**config.mk**
```make
export PLATFORM = sky130hd
export DESIGN_NAME = best_fit_segment_allocator_core
export DESIGN_NICKNAME = d
export VERILOG_FILES = /design/src/hw/rtl/bfsa_pkg.sv /design/src/hw/rtl/bfsa_ctrl.sv /design/src/hw/rtl/bfsa_dp.sv /design/src/hw/rtl/best_fit_segment_allocator_core.sv
export SDC_FILE = /design/constraint.sdc
export NUM_CORES = 1
export LEC_CHECK = 0
export BUFFER_PORTS_ARGS = -buffer_cell sky130_fd_sc_hd__buf_4
export CELL_PAD_IN_SITES_DETAIL_PLACEMENT = 1
export CELL_PAD_IN_SITES_GLOBAL_PLACEMENT = 2
export CORE_MARGIN = 2
export CORE_UTILIZATION = 45
export CTS_CLUSTER_SIZE = 30
export DETAILED_ROUTE_END_ITERATION = 6
export GPL_TIMING_DRIVEN = 0
export PLACE_DENSITY = 0.72
export SLEW_MARGIN = 20
export SYNTH_ARGS = -nofsm -noshare
export SYNTH_HDL_FRONTEND = slang
export SYNTH_SLANG_ARGS = --single-unit
```
**constraint.sdc**
```tcl
create_clock -name i_clk -period 19.3 [get_ports i_clk]
set_input_delay 1.93 -clock i_clk [delete_from_list [all_inputs] [get_ports i_clk]]
set_output_delay 1.93 -clock i_clk [all_outputs]
set_load 0.01 [all_outputs]
```
**src/hw/rtl/bfsa_pkg.sv**
```systemverilog
package bfsa_pkg;

    localparam int SIZE_W    = 17;
    localparam int START_W   = 16;
    localparam int STATUS_W  = 2;
    localparam int S_TDATA_W = 40;
    localparam int M_TDATA_W = 16;

    localparam logic [STATUS_W-1:0] ST_OK    = 2'd0;
    localparam logic [STATUS_W-1:0] ST_NOFIT = 2'd1;
    localparam logic [STATUS_W-1:0] ST_FULL  = 2'd2;

    localparam logic OP_ALLOC = 1'b0;
    localparam logic OP_FREE  = 1'b1;

    typedef enum logic [2:0] {
        S_IDLE,
        S_DECODE,
        S_SCAN,
        S_BUILD,
        S_COMMIT,
        S_RESP
    } t_state;

    typedef struct packed {
        logic load;
        logic scan_step;
        logic build_init;
        logic build_step;
        logic commit;
    } t_cmd;

    typedef struct packed {
        logic is_free;
        logic zero_len;
        logic found;
        logic scan_done;
        logic build_done;
    } t_stat;

endpackage

```
**src/hw/rtl/bfsa_ctrl.sv**
```systemverilog
module bfsa_ctrl (
    input  logic              i_clk,
    input  logic              i_rst_n,
    input  logic              i_in_valid,
    input  logic              i_out_free,
    input  bfsa_pkg::t_stat   i_stat,
    output bfsa_pkg::t_cmd    o_cmd,
    output logic              o_in_ready,
    output logic              o_res_load
);

    bfsa_pkg::t_state r_state;
    bfsa_pkg::t_state n_state;

    always_ff @(posedge i_clk) begin
        if (!i_rst_n) begin
            r_state <= bfsa_pkg::S_IDLE;
        end else begin
            r_state <= n_state;
        end
    end

    always_comb begin
        n_state = r_state;
        case (r_state)
            bfsa_pkg::S_IDLE: begin
                if (i_in_valid) begin
                    n_state = bfsa_pkg::S_DECODE;
                end
            end
            bfsa_pkg::S_DECODE: begin
                if (!i_stat.is_free) begin
                    n_state = bfsa_pkg::S_SCAN;
                end else if (i_stat.zero_len) begin
                    n_state = bfsa_pkg::S_RESP;
                end else begin
                    n_state = bfsa_pkg::S_BUILD;
                end
            end
            bfsa_pkg::S_SCAN: begin
                if (i_stat.scan_done) begin
                    n_state = i_stat.found ? bfsa_pkg::S_BUILD : bfsa_pkg::S_RESP;
                end
            end
            bfsa_pkg::S_BUILD: begin
                if (i_stat.build_done) begin
                    n_state = bfsa_pkg::S_COMMIT;
                end
            end
            bfsa_pkg::S_COMMIT: begin
                n_state = bfsa_pkg::S_RESP;
            end
            bfsa_pkg::S_RESP: begin
                if (i_out_free) begin
                    n_state = bfsa_pkg::S_IDLE;
                end
            end
            default: begin
                n_state = bfsa_pkg::S_IDLE;
            end
        endcase
    end

    always_comb begin
        o_in_ready       = (r_state == bfsa_pkg::S_IDLE);
        o_cmd.load       = (r_state == bfsa_pkg::S_IDLE) && i_in_valid;
        o_cmd.scan_step  = (r_state == bfsa_pkg::S_SCAN) && !i_stat.scan_done;
        o_cmd.build_init = (r_state == bfsa_pkg::S_SCAN) && i_stat.scan_done;
        o_cmd.build_step = (r_state == bfsa_pkg::S_BUILD) && !i_stat.build_done;
        o_cmd.commit     = (r_state == bfsa_pkg::S_COMMIT);
        o_res_load       = (r_state == bfsa_pkg::S_RESP) && i_out_free;
    end

endmodule

```
**src/hw/rtl/bfsa_dp.sv**
```systemverilog
module bfsa_dp #(
    parameter int MAX_SEGMENTS = 16
) (
    input  logic                               i_clk,
    input  logic                               i_rst_n,
    input  bfsa_pkg::t_cmd                     i_cmd,
    input  logic                               i_cfg_we,
    input  logic [bfsa_pkg::SIZE_W-1:0]        i_cfg_wdata,
    input  logic                               i_op,
    input  logic [bfsa_pkg::SIZE_W-1:0]        i_size,
    input  logic [bfsa_pkg::START_W-1:0]       i_start,
    output bfsa_pkg::t_stat                    o_stat,
    output logic [bfsa_pkg::START_W-1:0]       o_grant,
    output logic [bfsa_pkg::STATUS_W-1:0]      o_status
);

    localparam int N    = MAX_SEGMENTS;
    localparam int A    = bfsa_pkg::START_W;
    localparam int LW   = A + 1;
    localparam int CW   = (LW > bfsa_pkg::SIZE_W) ? LW : bfsa_pkg::SIZE_W;
    localparam int IW   = $clog2(N);
    localparam int CNTW = $clog2(N + 1);
    localparam int SUMW = A + 2;

    localparam logic [LW-1:0]   FULL    = {1'b1, {A{1'b0}}};
    localparam logic [CW-1:0]   FULL_CW = CW'(FULL);
    localparam logic [CW-1:0]   RST_TOT = CW'(65536);
    localparam logic [LW-1:0]   RST_LEN = (RST_TOT > FULL_CW) ? FULL : LW'(RST_TOT);
    localparam logic [CNTW-1:0] N_CNT   = CNTW'(N);

    logic [A-1:0]    r_st  [N];
    logic [LW-1:0]   r_ln  [N];
    logic [CNTW-1:0] r_cnt;
    logic [A-1:0]    r_wst [N];
    logic [LW-1:0]   r_wln [N];
    logic [CNTW-1:0] r_wcnt;
    logic [CNTW-1:0] r_wpush;
    logic            r_ovf;
    logic [CNTW-1:0] r_rot;
    logic            r_op;
    logic [bfsa_pkg::SIZE_W-1:0] r_size;
    logic [A-1:0]    r_addr;
    logic [LW-1:0]   r_flen;
    logic            r_found;
    logic [IW-1:0]   r_best;
    logic [LW-1:0]   r_bestlen;
    logic [A-1:0]    r_bestst;
    logic            r_placed;
    logic            r_pv;
    logic [A-1:0]    r_pst;
    logic [LW-1:0]   r_pln;

    logic            hvalid;
    logic            rot_done;
    logic            is_free;
    logic [CW-1:0]   size_cw;
    logic [CW-1:0]   hln_cw;
    logic [LW-1:0]   size_lw;
    logic            fits;
    logic            better;
    logic            is_best;
    logic            cand_v;
    logic [A-1:0]    cand_st;
    logic [LW-1:0]   cand_ln;
    logic            advance;
    logic            set_placed;
    logic            touch;
    logic [SUMW-1:0] merged;
    logic [LW-1:0]   merged_sat;
    logic            flush;
    logic            push;
    logic            pad;
    logic [A-1:0]    push_st;
    logic [LW-1:0]   push_ln;
    logic            gen_done;
    logic [CW-1:0]   cfg_cw;
    logic [CW-1:0]   in_size_cw;

    assign hvalid     = r_rot < r_cnt;
    assign rot_done   = (r_rot == N_CNT);
    assign is_free    = (r_op == bfsa_pkg::OP_FREE);
    assign size_cw    = CW'(r_size);
    assign hln_cw     = CW'(r_ln[0]);
    assign size_lw    = LW'(r_size);
    assign fits       = hvalid && (hln_cw >= size_cw);
    assign better     = !r_found || (r_ln[0] < r_bestlen);
    assign is_best    = r_found && (r_rot == CNTW'(r_best));
    assign gen_done   = rot_done && (!is_free || r_placed);
    assign cfg_cw     = CW'(i_cfg_wdata);
    assign in_size_cw = CW'(i_size);

    always_comb begin
        cand_v     = 1'b0;
        cand_st    = '0;
        cand_ln    = '0;
        advance    = 1'b0;
        set_placed = 1'b0;
        if (!rot_done) begin
            if (is_free && !r_placed && (!hvalid || r_st[0] >= r_addr)) begin
                cand_v     = 1'b1;
                cand_st    = r_addr;
                cand_ln    = r_flen;
                set_placed = 1'b1;
                advance    = !hvalid;
            end else begin
                advance = 1'b1;
                if (hvalid) begin
                    if (!is_free && is_best) begin
                        if (hln_cw > size_cw) begin
                            cand_v  = 1'b1;
                            cand_st = A'(LW'(r_st[0]) + size_lw);
                            cand_ln = r_ln[0] - size_lw;
                        end
                    end else begin
                        cand_v  = 1'b1;
                        cand_st = r_st[0];
                        cand_ln = r_ln[0];
                    end
                end
            end
        end else if (is_free && !r_placed) begin
            cand_v     = 1'b1;
            cand_st    = r_addr;
            cand_ln    = r_flen;
            set_placed = 1'b1;
        end
    end

    always_comb begin
        touch      = r_pv && is_free &&
                     ((SUMW'(r_pst) + SUMW'(r_pln)) == SUMW'(cand_st));
        merged     = SUMW'(r_pln) + SUMW'(cand_ln);
        merged_sat = (merged > SUMW'(FULL)) ? FULL : LW'(merged);
        flush      = 1'b0;
        push       = 1'b0;
        pad        = 1'b0;
        push_st    = r_pst;
        push_ln    = r_pln;
        if (cand_v) begin
            push = r_pv && !touch;
        end else if (gen_done) begin
            if (r_pv) begin
                flush = 1'b1;
                push  = 1'b1;
            end else if (r_wpush != N_CNT && !r_ovf) begin
                push    = 1'b1;
                pad     = 1'b1;
                push_st = '0;
                push_ln = '0;
            end
        end
    end

    always_ff @(posedge i_clk) begin
        if (!i_rst_n) begin
            for (int k = 1; k < N; k++) begin
                r_st[k] <= '0;
                r_ln[k] <= '0;
            end
            r_st[0]  <= '0;
            r_ln[0]  <= RST_LEN;
            r_cnt    <= CNTW'(1);
            r_rot    <= '0;
            r_found  <= 1'b0;
            r_placed <= 1'b0;
            r_pv     <= 1'b0;
            r_wcnt   <= '0;
            r_wpush  <= '0;
            r_ovf    <= 1'b0;
            r_op     <= bfsa_pkg::OP_ALLOC;
            r_flen   <= '0;
        end else if (i_cfg_we) begin
            for (int k = 1; k < N; k++) begin
                r_st[k] <= '0;
                r_ln[k] <= '0;
            end
            r_st[0] <= '0;
            if (cfg_cw == '0) begin
                r_cnt   <= '0;
                r_ln[0] <= '0;
            end else begin
                r_cnt   <= CNTW'(1);
                r_ln[0] <= (cfg_cw > FULL_CW) ? FULL : LW'(cfg_cw);
            end
        end else begin
            if (i_cmd.load) begin
                r_op     <= i_op;
                r_flen   <= (in_size_cw > FULL_CW) ? FULL : LW'(in_size_cw);
                r_rot    <= '0;
                r_found  <= 1'b0;
                r_placed <= 1'b0;
                r_pv     <= 1'b0;
                r_wcnt   <= '0;
                r_wpush  <= '0;
                r_ovf    <= 1'b0;
            end
            if (i_cmd.build_init) begin
                r_rot <= '0;
            end
            if (i_cmd.scan_step || (i_cmd.build_step && advance)) begin
                for (int k = 0; k < N - 1; k++) begin
                    r_st[k] <= r_st[k+1];
                    r_ln[k] <= r_ln[k+1];
                end
                r_st[N-1] <= r_st[0];
                r_ln[N-1] <= r_ln[0];
                r_rot     <= r_rot + CNTW'(1);
            end
            if (i_cmd.scan_step && fits && better) begin
                r_found <= 1'b1;
            end
            if (i_cmd.build_step) begin
                if (set_placed) begin
                    r_placed <= 1'b1;
                end
                if (cand_v && !touch) begin
                    r_pv <= 1'b1;
                end else if (flush) begin
                    r_pv <= 1'b0;
                end
                if (push) begin
                    if (r_wpush == N_CNT) begin
                        r_ovf <= 1'b1;
                    end else begin
                        r_wpush <= r_wpush + CNTW'(1);
                        if (!pad) begin
                            r_wcnt <= r_wcnt + CNTW'(1);
                        end
                    end
                end
            end
            if (i_cmd.commit && !r_ovf) begin
                for (int k = 0; k < N; k++) begin
                    r_st[k] <= r_wst[k];
                    r_ln[k] <= r_wln[k];
                end
                r_cnt <= r_wcnt;
            end
        end
    end

    always_ff @(posedge i_clk) begin
        if (i_cmd.load) begin
            r_size <= i_size;
            r_addr <= A'(i_start);
        end
        if (i_cmd.scan_step && fits && better) begin
            r_best    <= IW'(r_rot);
            r_bestlen <= r_ln[0];
            r_bestst  <= r_st[0];
        end
        if (i_cmd.build_step) begin
            if (cand_v) begin
                if (touch) begin
                    r_pln <= merged_sat;
                end else begin
                    r_pst <= cand_st;
                    r_pln <= cand_ln;
                end
            end
            if (push && r_wpush != N_CNT) begin
                for (int k = 0; k < N - 1; k++) begin
                    r_wst[k] <= r_wst[k+1];
                    r_wln[k] <= r_wln[k+1];
                end
                r_wst[N-1] <= push_st;
                r_wln[N-1] <= push_ln;
            end
        end
    end

    always_comb begin
        o_stat.is_free    = is_free;
        o_stat.zero_len   = (r_flen == '0);
        o_stat.found      = r_found;
        o_stat.scan_done  = rot_done;
        o_stat.build_done = gen_done && !r_pv && ((r_wpush == N_CNT) || r_ovf);
        if (!is_free) begin
            o_status = r_found ? bfsa_pkg::ST_OK : bfsa_pkg::ST_NOFIT;
            o_grant  = r_found ? bfsa_pkg::START_W'(r_bestst) : '0;
        end else begin
            o_status = (r_flen != '0 && r_ovf) ? bfsa_pkg::ST_FULL : bfsa_pkg::ST_OK;
            o_grant  = '0;
        end
    end

    a_wcnt_le_push: assert property (@(posedge i_clk) disable iff (!i_rst_n)
        r_wcnt <= r_wpush)
        else $error("real item count exceeds push count");

    a_cnt_range: assert property (@(posedge i_clk) disable iff (!i_rst_n)
        r_cnt <= N_CNT)
        else $error("segment count out of range");

    a_commit_cnt: assert property (@(posedge i_clk) disable iff (!i_rst_n)
        (i_cmd.commit && !r_ovf && !i_cfg_we) |=> (r_cnt == $past(r_wcnt)))
        else $error("commit did not take the rebuilt count");

endmodule

```
**src/hw/rtl/best_fit_segment_allocator_core.sv**
```systemverilog
// Processing: an allocate makes one scan pass and one rebuild pass over the rotating segment
// table, a failed allocate only the scan pass; a free makes one rebuild pass, a zero-length
// free neither pass; a stalled output holds the result back until the output register is free.
// Throughput: one item at a time; the next item is taken once the result is registered.
// Reset (synchronous, active low): one free segment covering all memory, no result pending.
module best_fit_segment_allocator_core #(
    parameter int MAX_SEGMENTS = 16
) (
    input  logic                                 i_clk,
    input  logic                                 i_rst_n,
    input  logic                                 i_cfg_we,
    input  logic [bfsa_pkg::SIZE_W-1:0]          i_cfg_wdata,
    input  logic                                 s_axis_tvalid,
    output logic                                 s_axis_tready,
    // request_size [16:0], free_start [32:17], zero fill above
    input  logic [bfsa_pkg::S_TDATA_W-1:0]       s_axis_tdata,
    // opcode [0]
    input  logic                                 s_axis_tuser,
    output logic                                 m_axis_tvalid,
    input  logic                                 m_axis_tready,
    // granted_start [15:0]
    output logic [bfsa_pkg::M_TDATA_W-1:0]       m_axis_tdata,
    // status [1:0]
    output logic [bfsa_pkg::STATUS_W-1:0]        m_axis_tuser
);

    bfsa_pkg::t_cmd  cmd;
    bfsa_pkg::t_stat stat;
    logic            out_free;
    logic            res_load;
    logic [bfsa_pkg::START_W-1:0]  grant;
    logic [bfsa_pkg::STATUS_W-1:0] status;

    logic                                r_m_valid;
    logic [bfsa_pkg::M_TDATA_W-1:0]      r_m_data;
    logic [bfsa_pkg::STATUS_W-1:0]       r_m_user;

    assign out_free = !r_m_valid || m_axis_tready;

    bfsa_ctrl u_ctrl (
        .i_clk      (i_clk),
        .i_rst_n    (i_rst_n),
        .i_in_valid (s_axis_tvalid),
        .i_out_free (out_free),
        .i_stat     (stat),
        .o_cmd      (cmd),
        .o_in_ready (s_axis_tready),
        .o_res_load (res_load)
    );

    bfsa_dp #(
        .MAX_SEGMENTS (MAX_SEGMENTS)
    ) u_dp (
        .i_clk       (i_clk),
        .i_rst_n     (i_rst_n),
        .i_cmd       (cmd),
        .i_cfg_we    (i_cfg_we),
        .i_cfg_wdata (i_cfg_wdata),
        .i_op        (s_axis_tuser),
        .i_size      (s_axis_tdata[16:0]),
        .i_start     (s_axis_tdata[32:17]),
        .o_stat      (stat),
        .o_grant     (grant),
        .o_status    (status)
    );

    always_ff @(posedge i_clk) begin
        if (!i_rst_n) begin
            r_m_valid <= 1'b0;
        end else if (res_load) begin
            r_m_valid <= 1'b1;
        end else if (m_axis_tready) begin
            r_m_valid <= 1'b0;
        end
    end

    always_ff @(posedge i_clk) begin
        if (res_load) begin
            r_m_data <= grant;
            r_m_user <= status;
        end
    end

    assign m_axis_tvalid = r_m_valid;
    assign m_axis_tdata  = r_m_data;
    assign m_axis_tuser  = r_m_user;

endmodule
```
==> impl_metrics.prom, run 1 <==
# TYPE chip_impl_metric gauge
chip_impl_info{name="result_of_the_run",value="completed"} 1
chip_impl_metric{name="period_needed",unit="ps"} 8599
chip_impl_metric{name="die_width",unit="um"} 333.9
chip_impl_metric{name="antenna_found_initial",unit=""} 8
chip_impl_metric{name="postCtsSetupBuffers",unit=""} 0
chip_impl_metric{name="mean_instance_size_in_the_synthesized_netlist",unit="um2"} 15.68
chip_impl_metric{name="ir_worst_vdd",unit="V"} 0.00007699
chip_impl_metric{name="worst-endpoint-arrival",unit="ps"} 9140
chip_impl_metric{name="syn_inst_count",unit=""} 3124
chip_impl_metric{name="holdBufCountCts",unit=""} 0
chip_impl_metric{name="skew",unit="ps"} 30.73
chip_impl_info{name="reg_to_reg_startpoint",value="u_dp.r_st[0][7]$_DFFE_PP_"} 1
chip_impl_metric{name="drt_first_pass_iters",unit=""} 6
chip_impl_metric{name="clk_pin_slew",unit="ps"} 60
chip_impl_metric{name="final-max-slew-violation-count",unit=""} 0
chip_impl_info{name="clock_tree_from_tritoncts",value="built"} 1
chip_impl_metric{name="drv.max_cap_violation_count",unit=""} 0
chip_impl_metric{name="power.leakage",unit="nW"} 20.09
chip_impl_metric{name="synth.cell_area",unit="um2"} 48990
chip_impl_metric{name="ff_latch_count_synth",unit=""} 1223
chip_impl_metric{name="ctsResizeCount",unit=""} 0
chip_impl_metric{name="syn2layout_area_growth",unit="%"} 14.03
chip_impl_metric{name="overall_power_of_the_completed_layout",unit="W"} 0.006734
chip_impl_info{name="timing.hold.worst.start",value="u_dp.r_wst[0][68]$_DFFE_PP_"} 1
chip_impl_metric{name="r2r.worst_path.cells",unit=""} 26
chip_impl_info{name="clock-root-buffer",value="clkbuf_16"} 1
chip_impl_metric{name="worstHoldPathCells",unit=""} 0
chip_impl_metric{name="stdcell_count",unit=""} 4869
chip_impl_metric{name="drcViolationCount",unit=""} 0
chip_impl_metric{name="core.rowCount",unit=""} 121
chip_impl_metric{name="synth_warnings",unit=""} 0
chip_impl_info{name="commonest_register_cell_after_synthesis",value="edfxtp_1"} 1
chip_impl_metric{name="dp_slack",unit="ps"} 10810
chip_impl_metric{name="max_clock_freq",unit="GHz"} 0.1163
chip_impl_metric{name="htree_levels",unit=""} 3
chip_impl_metric{name="grt.overflow.total",unit=""} 0
chip_impl_metric{name="cp.required",unit="ps"} 19840
chip_impl_metric{name="grt_pass1_vias",unit=""} 30710
chip_impl_metric{name="dr_total_vias",unit=""} 28400
chip_impl_metric{name="detail_route.iter0.violations",unit=""} 2173
chip_impl_metric{name="power-per-cell-area",unit="nW/um2"} 120.5
chip_impl_metric{name="clockPowerShare",unit="%"} 34.8
chip_impl_metric{name="clock_insertion_delay_worst_skew",unit="ps"} 720
chip_impl_metric{name="register_to_register_setup_slack",unit="ps"} 10700
chip_impl_metric{name="fin_nets",unit=""} 3521
chip_impl_metric{name="internal_power",unit="W"} 0.004894
chip_impl_metric{name="number_of_clock_buffers_inserted_by_tritoncts",unit=""} 121
chip_impl_info{name="cp-start-kind",value="register"} 1
chip_impl_metric{name="die_h",unit="um"} 333.9
chip_impl_metric{name="final-hold-violation-count",unit=""} 0
chip_impl_info{name="crit_path_end_kind",value="register"} 1
chip_impl_metric{name="synth_nets",unit=""} 3297
chip_impl_info{name="min_delay_worst_endpoint",value="u_dp.r_wst[0][52]$_DFFE_PP_"} 1
chip_impl_metric{name="pwr-share-comb",unit="%"} 15.1
chip_impl_metric{name="initial_core_util",unit="%"} 45.19
chip_impl_metric{name="route.antenna.remaining_nets",unit=""} 0
chip_impl_info{name="critical-path-slowest-cell",value="edfxtp_1"} 1
chip_impl_metric{name="cp_slowest_stage_delay",unit="ps"} 890
chip_impl_metric{name="number_of_enable_flip_flop_cells_after_synthesis",unit=""} 1144
chip_impl_metric{name="fin_crit_sh",unit="%"} 44.55
chip_impl_metric{name="placed_cells",unit=""} 4639
chip_impl_metric{name="globalRouteTotalUtil",unit="%"} 22.98
chip_impl_metric{name="drive_gt1_share",unit="%"} 9.265
chip_impl_metric{name="cp_max_fo",unit=""} 10
chip_impl_metric{name="synth-seq-area-share",unit="%"} 73.35
chip_impl_metric{name="final_core_util",unit="%"} 51.54
chip_impl_info{name="min_path_type",value="register to register"} 1
chip_impl_metric{name="final.setup.worst_slack",unit="ps"} 10700
chip_impl_info{name="setup_repair_after_global_routing_missed_its_margin",value="no"} 1
chip_impl_metric{name="clkSinkCount",unit=""} 1223
chip_impl_metric{name="finalSetupViolations",unit=""} 0
chip_impl_info{name="setup.worst_path.class",value="register to register"} 1
chip_impl_metric{name="worst_pin_slew",unit="ps"} 1090
chip_impl_info{name="cpMostUsedCell",value="a21oi_1"} 1
chip_impl_info{name="rr_endpoint",value="u_dp.r_pln[7]$_DFFE_PP_"} 1
chip_impl_metric{name="power.share.sequential",unit="%"} 50.1
chip_impl_metric{name="clock_tree.buffer_depth",unit=""} 3
chip_impl_metric{name="grt_max_degree",unit=""} 110
chip_impl_metric{name="ratio_of_routed_vias_to_standard_cells",unit=""} 5.832
chip_impl_metric{name="grt_first_pass_wirelength",unit="um"} 191600
chip_impl_metric{name="fp.dieArea",unit="um2"} 111500
chip_impl_metric{name="numPortBuffers",unit=""} 74
chip_impl_metric{name="synth_async_sr_flop_share",unit="%"} 0
chip_impl_metric{name="gp_congestion",unit=""} 0.8814
chip_impl_metric{name="detailed_place_hpwl",unit="um"} 93770
chip_impl_metric{name="slew_headroom",unit="%"} 27.31
chip_impl_metric{name="top_level_ports",unit=""} 83
chip_impl_metric{name="totalWireLength",unit="um"} 128800
chip_impl_metric{name="power.switching",unit="W"} 0.001840
chip_impl_metric{name="netSwitchingFraction",unit="%"} 27.33
chip_impl_metric{name="wire_length_per_cell_after_detailed_routing",unit="um"} 26.45
chip_impl_metric{name="core_area",unit="um2"} 108400
chip_impl_metric{name="post_synth_num_cell_types",unit=""} 85
sequential cells by signal (all words and copies together) (netlist names), 16 cells and up:
name	cells
u_dp.r_size	17
u_dp.r_pst	16
u_dp.r_pln	17
u_dp.r_wln	272
u_dp.r_bestlen	17
u_dp.r_flen	17
m_axis_tdata	16
u_dp.r_addr	16
u_dp.r_st	256
u_dp.r_bestst	16
u_dp.r_ln	272
u_dp.r_wst	256
worst max path at each step:
stage | startpoint | to | depth (start not counted)
floorplan | u_dp.r_ln[0][11]$_DFFE_PP_ | u_dp.r_wpush[3]$_SDFFE_PN0N_ | 13
global placement | u_dp.r_st[0][7]$_DFFE_PP_ | u_dp.r_wpush[3]$_SDFFE_PN0N_ | 12
detailed placement | u_dp.r_st[0][13]$_DFFE_PP_ | u_dp.r_pln[7]$_DFFE_PP_ | 25
CTS | u_dp.r_st[0][13]$_DFFE_PP_ | u_dp.r_pln[9]$_DFFE_PP_ | 25
global route | u_dp.r_st[0][15]$_DFFE_PP_ | u_dp.r_pln[9]$_DFFE_PP_ | 25
finish | u_dp.r_st[0][7]$_DFFE_PP_ | u_dp.r_pln[7]$_DFFE_PP_ | 26
per-stage QoR:
| step | hold slack (ps) | cell area, um2 | TNS, ps |
|---|---|---|---|
| floorplan | 425.2 | 48990 | 0 |
| global placement | 426.3 | 51310 | -2028420 |
| detailed placement | 435.5 | 51910 | 0 |
| CTS | 443.8 | 55850 | 0 |
| global route | 455.4 | 55860 | 0 |
| finish | 438.8 | 55860 | 0 |
critical path, delay by kind of cell, from the launching register on:
kind                     cells  cell delay (ps)
AO/OA/AOI/OAI               11             2990
AND/OR/NAND/NOR              8             1750
buffers and inverters        4             1720
adder cells (fa/ha/maj)      3             1030
flip-flops                   1              890
power groups by stage:
stage | clock (W) | sequential [W] | combinational [W]
3_3_place_gp | 0 | 0.00348 | 0.000934
6_report | 0.00234 | 0.00338 | 0.00101
4_1_cts | 0.00239 | 0.00338 | 0.00101
3_5_place_dp | 0 | 0.00343 | 0.00101
2_1_floorplan | 0 | 0.00336 | 0.000663
5_1_grt | 0.00248 | 0.00339 | 0.00111
logic make-up (layout without fill, tap and decap cells):
kind of cell	after synthesis	count (layout)	synth area share, %
flip-flops	1223	1223	73.35
AO/OA/AOI/OAI	919	919	14.96
multiplexers	13	13	0.2809
AND/OR/NAND/NOR	524	524	5.295
other	0	1	0
XOR/XNOR	60	60	1.101
buffers and inverters	275	605	2.145
adder cells (fa/ha/maj)	110	110	2.871
per-layer routing:
layer / vias up / wire [um] / share of wire [%] / track usage [%]
met2: 625 / 65140 / 51 / 40.50
met4: 2 / 4393 / 3.4 / 8.779
met5: - / 12 / 0.0093 / 0
met1: 14550 / 54030 / 42 / 28.96
li1: 13010 / - / - / -
met3: 207 / 5234 / 4.1 / 2.853
area by class of cell:
class	instances	area [um2]
Timing Repair Buffer	101	1045
Clock buffer	164	3292
Inverter	105	401.6
Sequential cell	1223	35930
Antenna cell	1	2.502
Clock inverter	65	650.6
Tap cell	1414	1769
Multi-Input combinational cell	1626	12110
Fill cell	10300	52530
Buffer	170	658.1
cells in the final DEF (no fill, tap or decap), types with 19 or more instances in the layout:
| cell | count |
|---|---|
| clkbuf_16 | 123 |
| edfxtp_1 | 1144 |
| a222oi_1 | 49 |
| nor3_1 | 29 |
| nor4_1 | 19 |
| dfxtp_1 | 79 |
| nand2_1 | 130 |
| a22oi_1 | 26 |
| ha_1 | 106 |
| buf_4 | 78 |
| o21ai_0 | 73 |
| a21oi_1 | 92 |
| nand3_1 | 40 |
| xor2_1 | 23 |
| xnor2_1 | 36 |
| a22o_1 | 489 |
| clkinv_1 | 20 |
| and2_1 | 61 |
| nor2_1 | 130 |
| clkbuf_1 | 193 |
| inv_1 | 103 |
| clkinv_2 | 19 |
| a21o_1 | 30 |
Yosys cell counts, types with 49 or more instances:
cell type / number / area [um2]
nand2_1: 130 / 488.0
a222oi_1: 49 / 490.5
a22o_1: 489 / 4283
clkbuf_1: 159 / 596.8
dfxtp_1: 79 / 1582
o21ai_0: 73 / 365.4
nor2_1: 131 / 491.7
ha_1: 106 / 1326
edfxtp_1: 1144 / 34350
inv_1: 105 / 394.1
a21oi_1: 92 / 460.4
and2_1: 62 / 387.9
(Power assumes the default switching activity.)
==> inputs of run 2 (changes only) <==
- ABC_AREA: unset -> 1
- CORE_UTILIZATION: 45 -> 41
- PLACE_DENSITY: 0.72 -> 0.71
- clock period: 19.3 -> 7.9 ns (I/O delays scaled with it)
==> run 2 against run 1 <==
  * Setup slack worse by 9400 ps
  * First-iteration DRC count decreased by 1.3%
  * Non-clock buffer count rose by 55
  * Largest cell class unchanged
  * Maximum frequency grew 31%
  * Clock power rose to 2.6 times the previous value
  * Highest routed layer is now met4
  * Sequential share of layout area down 2.7 points
  * Sequential cell count did not move
  * Via count is 8.8% higher
  * Wire length grew 7.7%
  * Critical endpoint is now u_dp.r_pln[4]$_DFFE_PP_
  * Combinational power increased to 3.0 times the previous value
  * Largest power group unchanged
==> impl_metrics.prom, run 2 <==
# TYPE chip_impl_metric gauge
chip_impl_metric{name="wire_length_per_cell_after_detailed_routing",unit="um"} 24.70
chip_impl_metric{name="cp_max_fo",unit=""} 10
chip_impl_metric{name="ir_worst_vdd",unit="V"} 0.0002401
chip_impl_metric{name="power.switching",unit="W"} 0.005026
chip_impl_metric{name="die_h",unit="um"} 354.5
chip_impl_metric{name="synth_nets",unit=""} 3804
chip_impl_metric{name="max_clock_freq",unit="GHz"} 0.1527
chip_impl_info{name="cp-start-kind",value="register"} 1
chip_impl_metric{name="register_to_register_setup_slack",unit="ps"} 1350
chip_impl_metric{name="clock_tree.buffer_depth",unit=""} 3
chip_impl_metric{name="area_of_the_multi_input_gates",unit="um2"} 12880
chip_impl_metric{name="grt_pass1_vias",unit=""} 32620
chip_impl_metric{name="core.rowCount",unit=""} 128
chip_impl_metric{name="holdBufCountCts",unit=""} 0
chip_impl_info{name="critical-path-slowest-cell",value="edfxtp_1"} 1
chip_impl_metric{name="power.leakage",unit="nW"} 20.68
chip_impl_metric{name="drt_first_pass_iters",unit=""} 5
chip_impl_info{name="critical-path-top-delay-family",value="compound AO/OA/AOI/OAI gates"} 1
chip_impl_metric{name="drive_gt1_share",unit="%"} 9.599
chip_impl_metric{name="synth_warnings",unit=""} 0
chip_impl_metric{name="synth-seq-area-share",unit="%"} 71.34
chip_impl_metric{name="cp_slowest_stage_delay",unit="ps"} 880
chip_impl_metric{name="overall_power_of_the_completed_layout",unit="W"} 0.01706
chip_impl_info{name="final_cell_mix",value="1144 x edfxtp_1, 577 x nand2_1, 459 x a32o_1"} 1
chip_impl_metric{name="synth.cell_area",unit="um2"} 50370
chip_impl_info{name="clock_tree_from_tritoncts",value="built"} 1
chip_impl_metric{name="initial_core_util",unit="%"} 41.33
chip_impl_metric{name="fin_nets",unit=""} 4051
chip_impl_metric{name="power-per-cell-area",unit="nW/um2"} 292.7
chip_impl_metric{name="numPortBuffers",unit=""} 75
chip_impl_info{name="result_of_the_run",value="completed"} 1
chip_impl_metric{name="detailed_place_hpwl",unit="um"} 103600
chip_impl_metric{name="internal_power",unit="W"} 0.01203
chip_impl_metric{name="pwr-share-comb",unit="%"} 17.5
chip_impl_metric{name="clockPowerShare",unit="%"} 35.4
chip_impl_metric{name="finalSetupViolations",unit=""} 0
chip_impl_metric{name="slew_headroom",unit="%"} 22.28
chip_impl_metric{name="skew",unit="ps"} 38.18
chip_impl_info{name="setup_repair_after_global_routing_missed_its_margin",value="no"} 1
chip_impl_metric{name="worst_pin_slew",unit="ps"} 1166
chip_impl_metric{name="gp_congestion",unit=""} 0.8305
chip_impl_metric{name="core_area",unit="um2"} 121900
chip_impl_metric{name="netSwitchingFraction",unit="%"} 29.46
chip_impl_info{name="layout_top_registers",value="u_dp.r_ln x272, u_dp.r_wln x272"} 1
chip_impl_info{name="final_common_cell",value="edfxtp_1"} 1
chip_impl_metric{name="syn2layout_area_growth",unit="%"} 15.68
chip_impl_info{name="yosys-top-cells-count",value="1144 x edfxtp_1, 577 x nand2_1, 459 x a32o_1, 260 x inv_1, 197 x clkbuf_1"} 1
chip_impl_metric{name="power.share.sequential",unit="%"} 47.1
chip_impl_metric{name="drcViolationCount",unit=""} 0
chip_impl_metric{name="post_synth_num_cell_types",unit=""} 62
chip_impl_info{name="post-synth-top-area-cell",value="edfxtp_1"} 1
chip_impl_metric{name="grt_max_degree",unit=""} 47
chip_impl_metric{name="antenna_found_initial",unit=""} 10
chip_impl_metric{name="grt_first_pass_wirelength",unit="um"} 207800
chip_impl_metric{name="final_core_util",unit="%"} 47.81
chip_impl_metric{name="clkSinkCount",unit=""} 1223
chip_impl_metric{name="detail_route.iter0.violations",unit=""} 2145
chip_impl_metric{name="setup_tns",unit="ps"} 0
chip_impl_info{name="setup.worst_path.class",value="register to register"} 1
chip_impl_info{name="min_path_type",value="input port to register"} 1
chip_impl_metric{name="postCtsSetupBuffers",unit=""} 0
chip_impl_metric{name="final-max-slew-violation-count",unit=""} 0
chip_impl_info{name="crit_path_end_kind",value="register"} 1
chip_impl_metric{name="cp.required",unit="ps"} 8480
chip_impl_metric{name="nFillCells",unit=""} 12110
chip_impl_metric{name="fp.dieArea",unit="um2"} 125700
chip_impl_metric{name="clock_insertion_delay_worst_skew",unit="ps"} 750
chip_impl_metric{name="top_level_ports",unit=""} 83
chip_impl_metric{name="htree_levels",unit=""} 4
chip_impl_metric{name="worst-endpoint-arrival",unit="ps"} 7130
chip_impl_metric{name="die_width",unit="um"} 354.5
chip_impl_metric{name="syn_inst_count",unit=""} 3631
chip_impl_metric{name="ratio_of_routed_vias_to_standard_cells",unit=""} 5.502
chip_impl_metric{name="number_of_clock_buffers_inserted_by_tritoncts",unit=""} 134
chip_impl_metric{name="final-hold-violation-count",unit=""} 0
chip_impl_metric{name="post-synth-top-area-fraction",unit="%"} 68.20
chip_impl_metric{name="totalWireLength",unit="um"} 138700
chip_impl_metric{name="period_needed",unit="ps"} 6551
chip_impl_metric{name="ff_latch_count_synth",unit=""} 1223
chip_impl_metric{name="ctsResizeCount",unit=""} 0
chip_impl_metric{name="number_of_enable_flip_flop_cells_after_synthesis",unit=""} 1144
chip_impl_metric{name="drv.max_cap_violation_count",unit=""} 0
chip_impl_metric{name="route.antenna.remaining_nets",unit=""} 0
chip_impl_metric{name="flip_flop_and_latch_area",unit="um2"} 35930
chip_impl_metric{name="fin_crit_sh",unit="%"} 82.92
chip_impl_info{name="most_frequent_cell_after_synthesis",value="edfxtp_1"} 1
chip_impl_metric{name="globalRouteTotalUtil",unit="%"} 22.07
chip_impl_info{name="clock-root-buffer",value="clkbuf_16"} 1
chip_impl_info{name="synthTopCellsByArea",value="edfxtp_1 68%, a32o_1 9.1%, nand2_1 4.3%, dfxtp_1 3.1%, ha_1 2.6%"} 1
chip_impl_metric{name="clk_pin_slew",unit="ps"} 60
chip_impl_metric{name="mean_instance_size_in_the_synthesized_netlist",unit="um2"} 13.87
chip_impl_metric{name="grt.overflow.total",unit=""} 0
chip_impl_metric{name="synth_async_sr_flop_share",unit="%"} 0
chip_impl_info{name="commonest_register_cell_after_synthesis",value="edfxtp_1"} 1
chip_impl_metric{name="dr_total_vias",unit=""} 30900
chip_impl_metric{name="cp.buffers_inverters",unit=""} 3
## run 2: cell type report
type | count | area share [%]
clock inverter | 67 | 0.8761
clock buffer | 181 | 6.375
buffer | 215 | 1.460
timing repair buffer | 111 | 2.289
tap | 1625 | 3.489
multi-input combinational | 1927 | 22.11
antenna | 1 | 0.004295
inverter | 266 | 1.724
sequential | 1223 | 61.67
## run 2: cells by family (layout without fill, tap and decap cells)
logic type | Yosys count | in the layout | share of synthesized area, %
flip-flops | 1223 | 1223 | 71.34
AND/OR/NAND/NOR | 951 | 951 | 8.105
AO/OA/AOI/OAI | 811 | 811 | 13.15
buffers and inverters | 481 | 840 | 3.659
adder cells (fa/ha/maj) | 110 | 110 | 2.792
XOR/XNOR | 55 | 55 | 0.9563
other | 0 | 1 | 0
## run 2: worst paths after layout
kind | from | endpoint | depth (start not counted)
worst max-delay path | u_dp.r_st[0][11]$_DFFE_PP_ | u_dp.r_pln[4]$_DFFE_PP_ | 27
worst min-delay path | s_axis_tdata[28] | u_dp.r_addr[11]$_DFFE_PP_ | 1
worst max register to register | u_dp.r_st[0][11]$_DFFE_PP_ | u_dp.r_pln[4]$_DFFE_PP_ | 27
worst min register to register | u_dp.r_wln[0][88]$_DFFE_PP_ | u_dp.r_wln[0][71]$_DFFE_PP_ | 0
## run 2: through the flow
stage | area (um2) | hold slack [ps] | setup WS, ps | std cells
finish | 58270 | 214.1 | 1350 | 5616
global route | 58270 | 173.8 | 744.1 | 5615
CTS | 58260 | 144.6 | 1262 | 5615
detailed placement | 54040 | 436.3 | 1254 | 5367
global placement | 53180 | 429.1 | -9085 | 5331
floorplan | 50590 | 426.4 | -2969 | 3631
## run 2: worst reg2reg max path, cell delays in order (launching register included)
cell and delay, ps:
edfxtp_1 880, ha_4 340, a21oi_1 120, o21ai_0 100, a21oi_1 250, nand4_1 170, nand2_1 210, clkbuf_1 410
o21ai_0 130, o21ai_0 380, ha_1 250, inv_1 60, fa_1 440, o21ai_1 250, a21oi_1 140, o21ai_1 250
a21boi_1 150, o21ai_1 260, a21oi_1 140, xor2_1 200, nand2_1 90, nor3_1 160, nand3_1 100, nand3_1 80
nand2_1 240, inv_1 340, nand2_1 90, o21ai_1 160
## run 2: layer usage
| layer | up-vias | share of wire (%) | global-route usage, % |
|---|---|---|---|
| met4 | 0 | 2.5 | 6.602 |
| li1 | 14520 | - | - |
| met2 | 661 | 50 | 38.73 |
| met3 | 178 | 4.5 | 2.910 |
| met1 | 15540 | 43 | 28.51 |
| met5 | - | 0 | 0 |
## run 2: power groups by stage
stage	logic (W)	registers [W]	clock network, W
after global placement	0.00288	0.00823	0
after floorplan	0.00190	0.00801	0
after detailed placement	0.00300	0.00816	0
after global routing	0.00330	0.00807	0.00640
final	0.00299	0.00803	0.00604
after CTS	0.00302	0.00803	0.00617
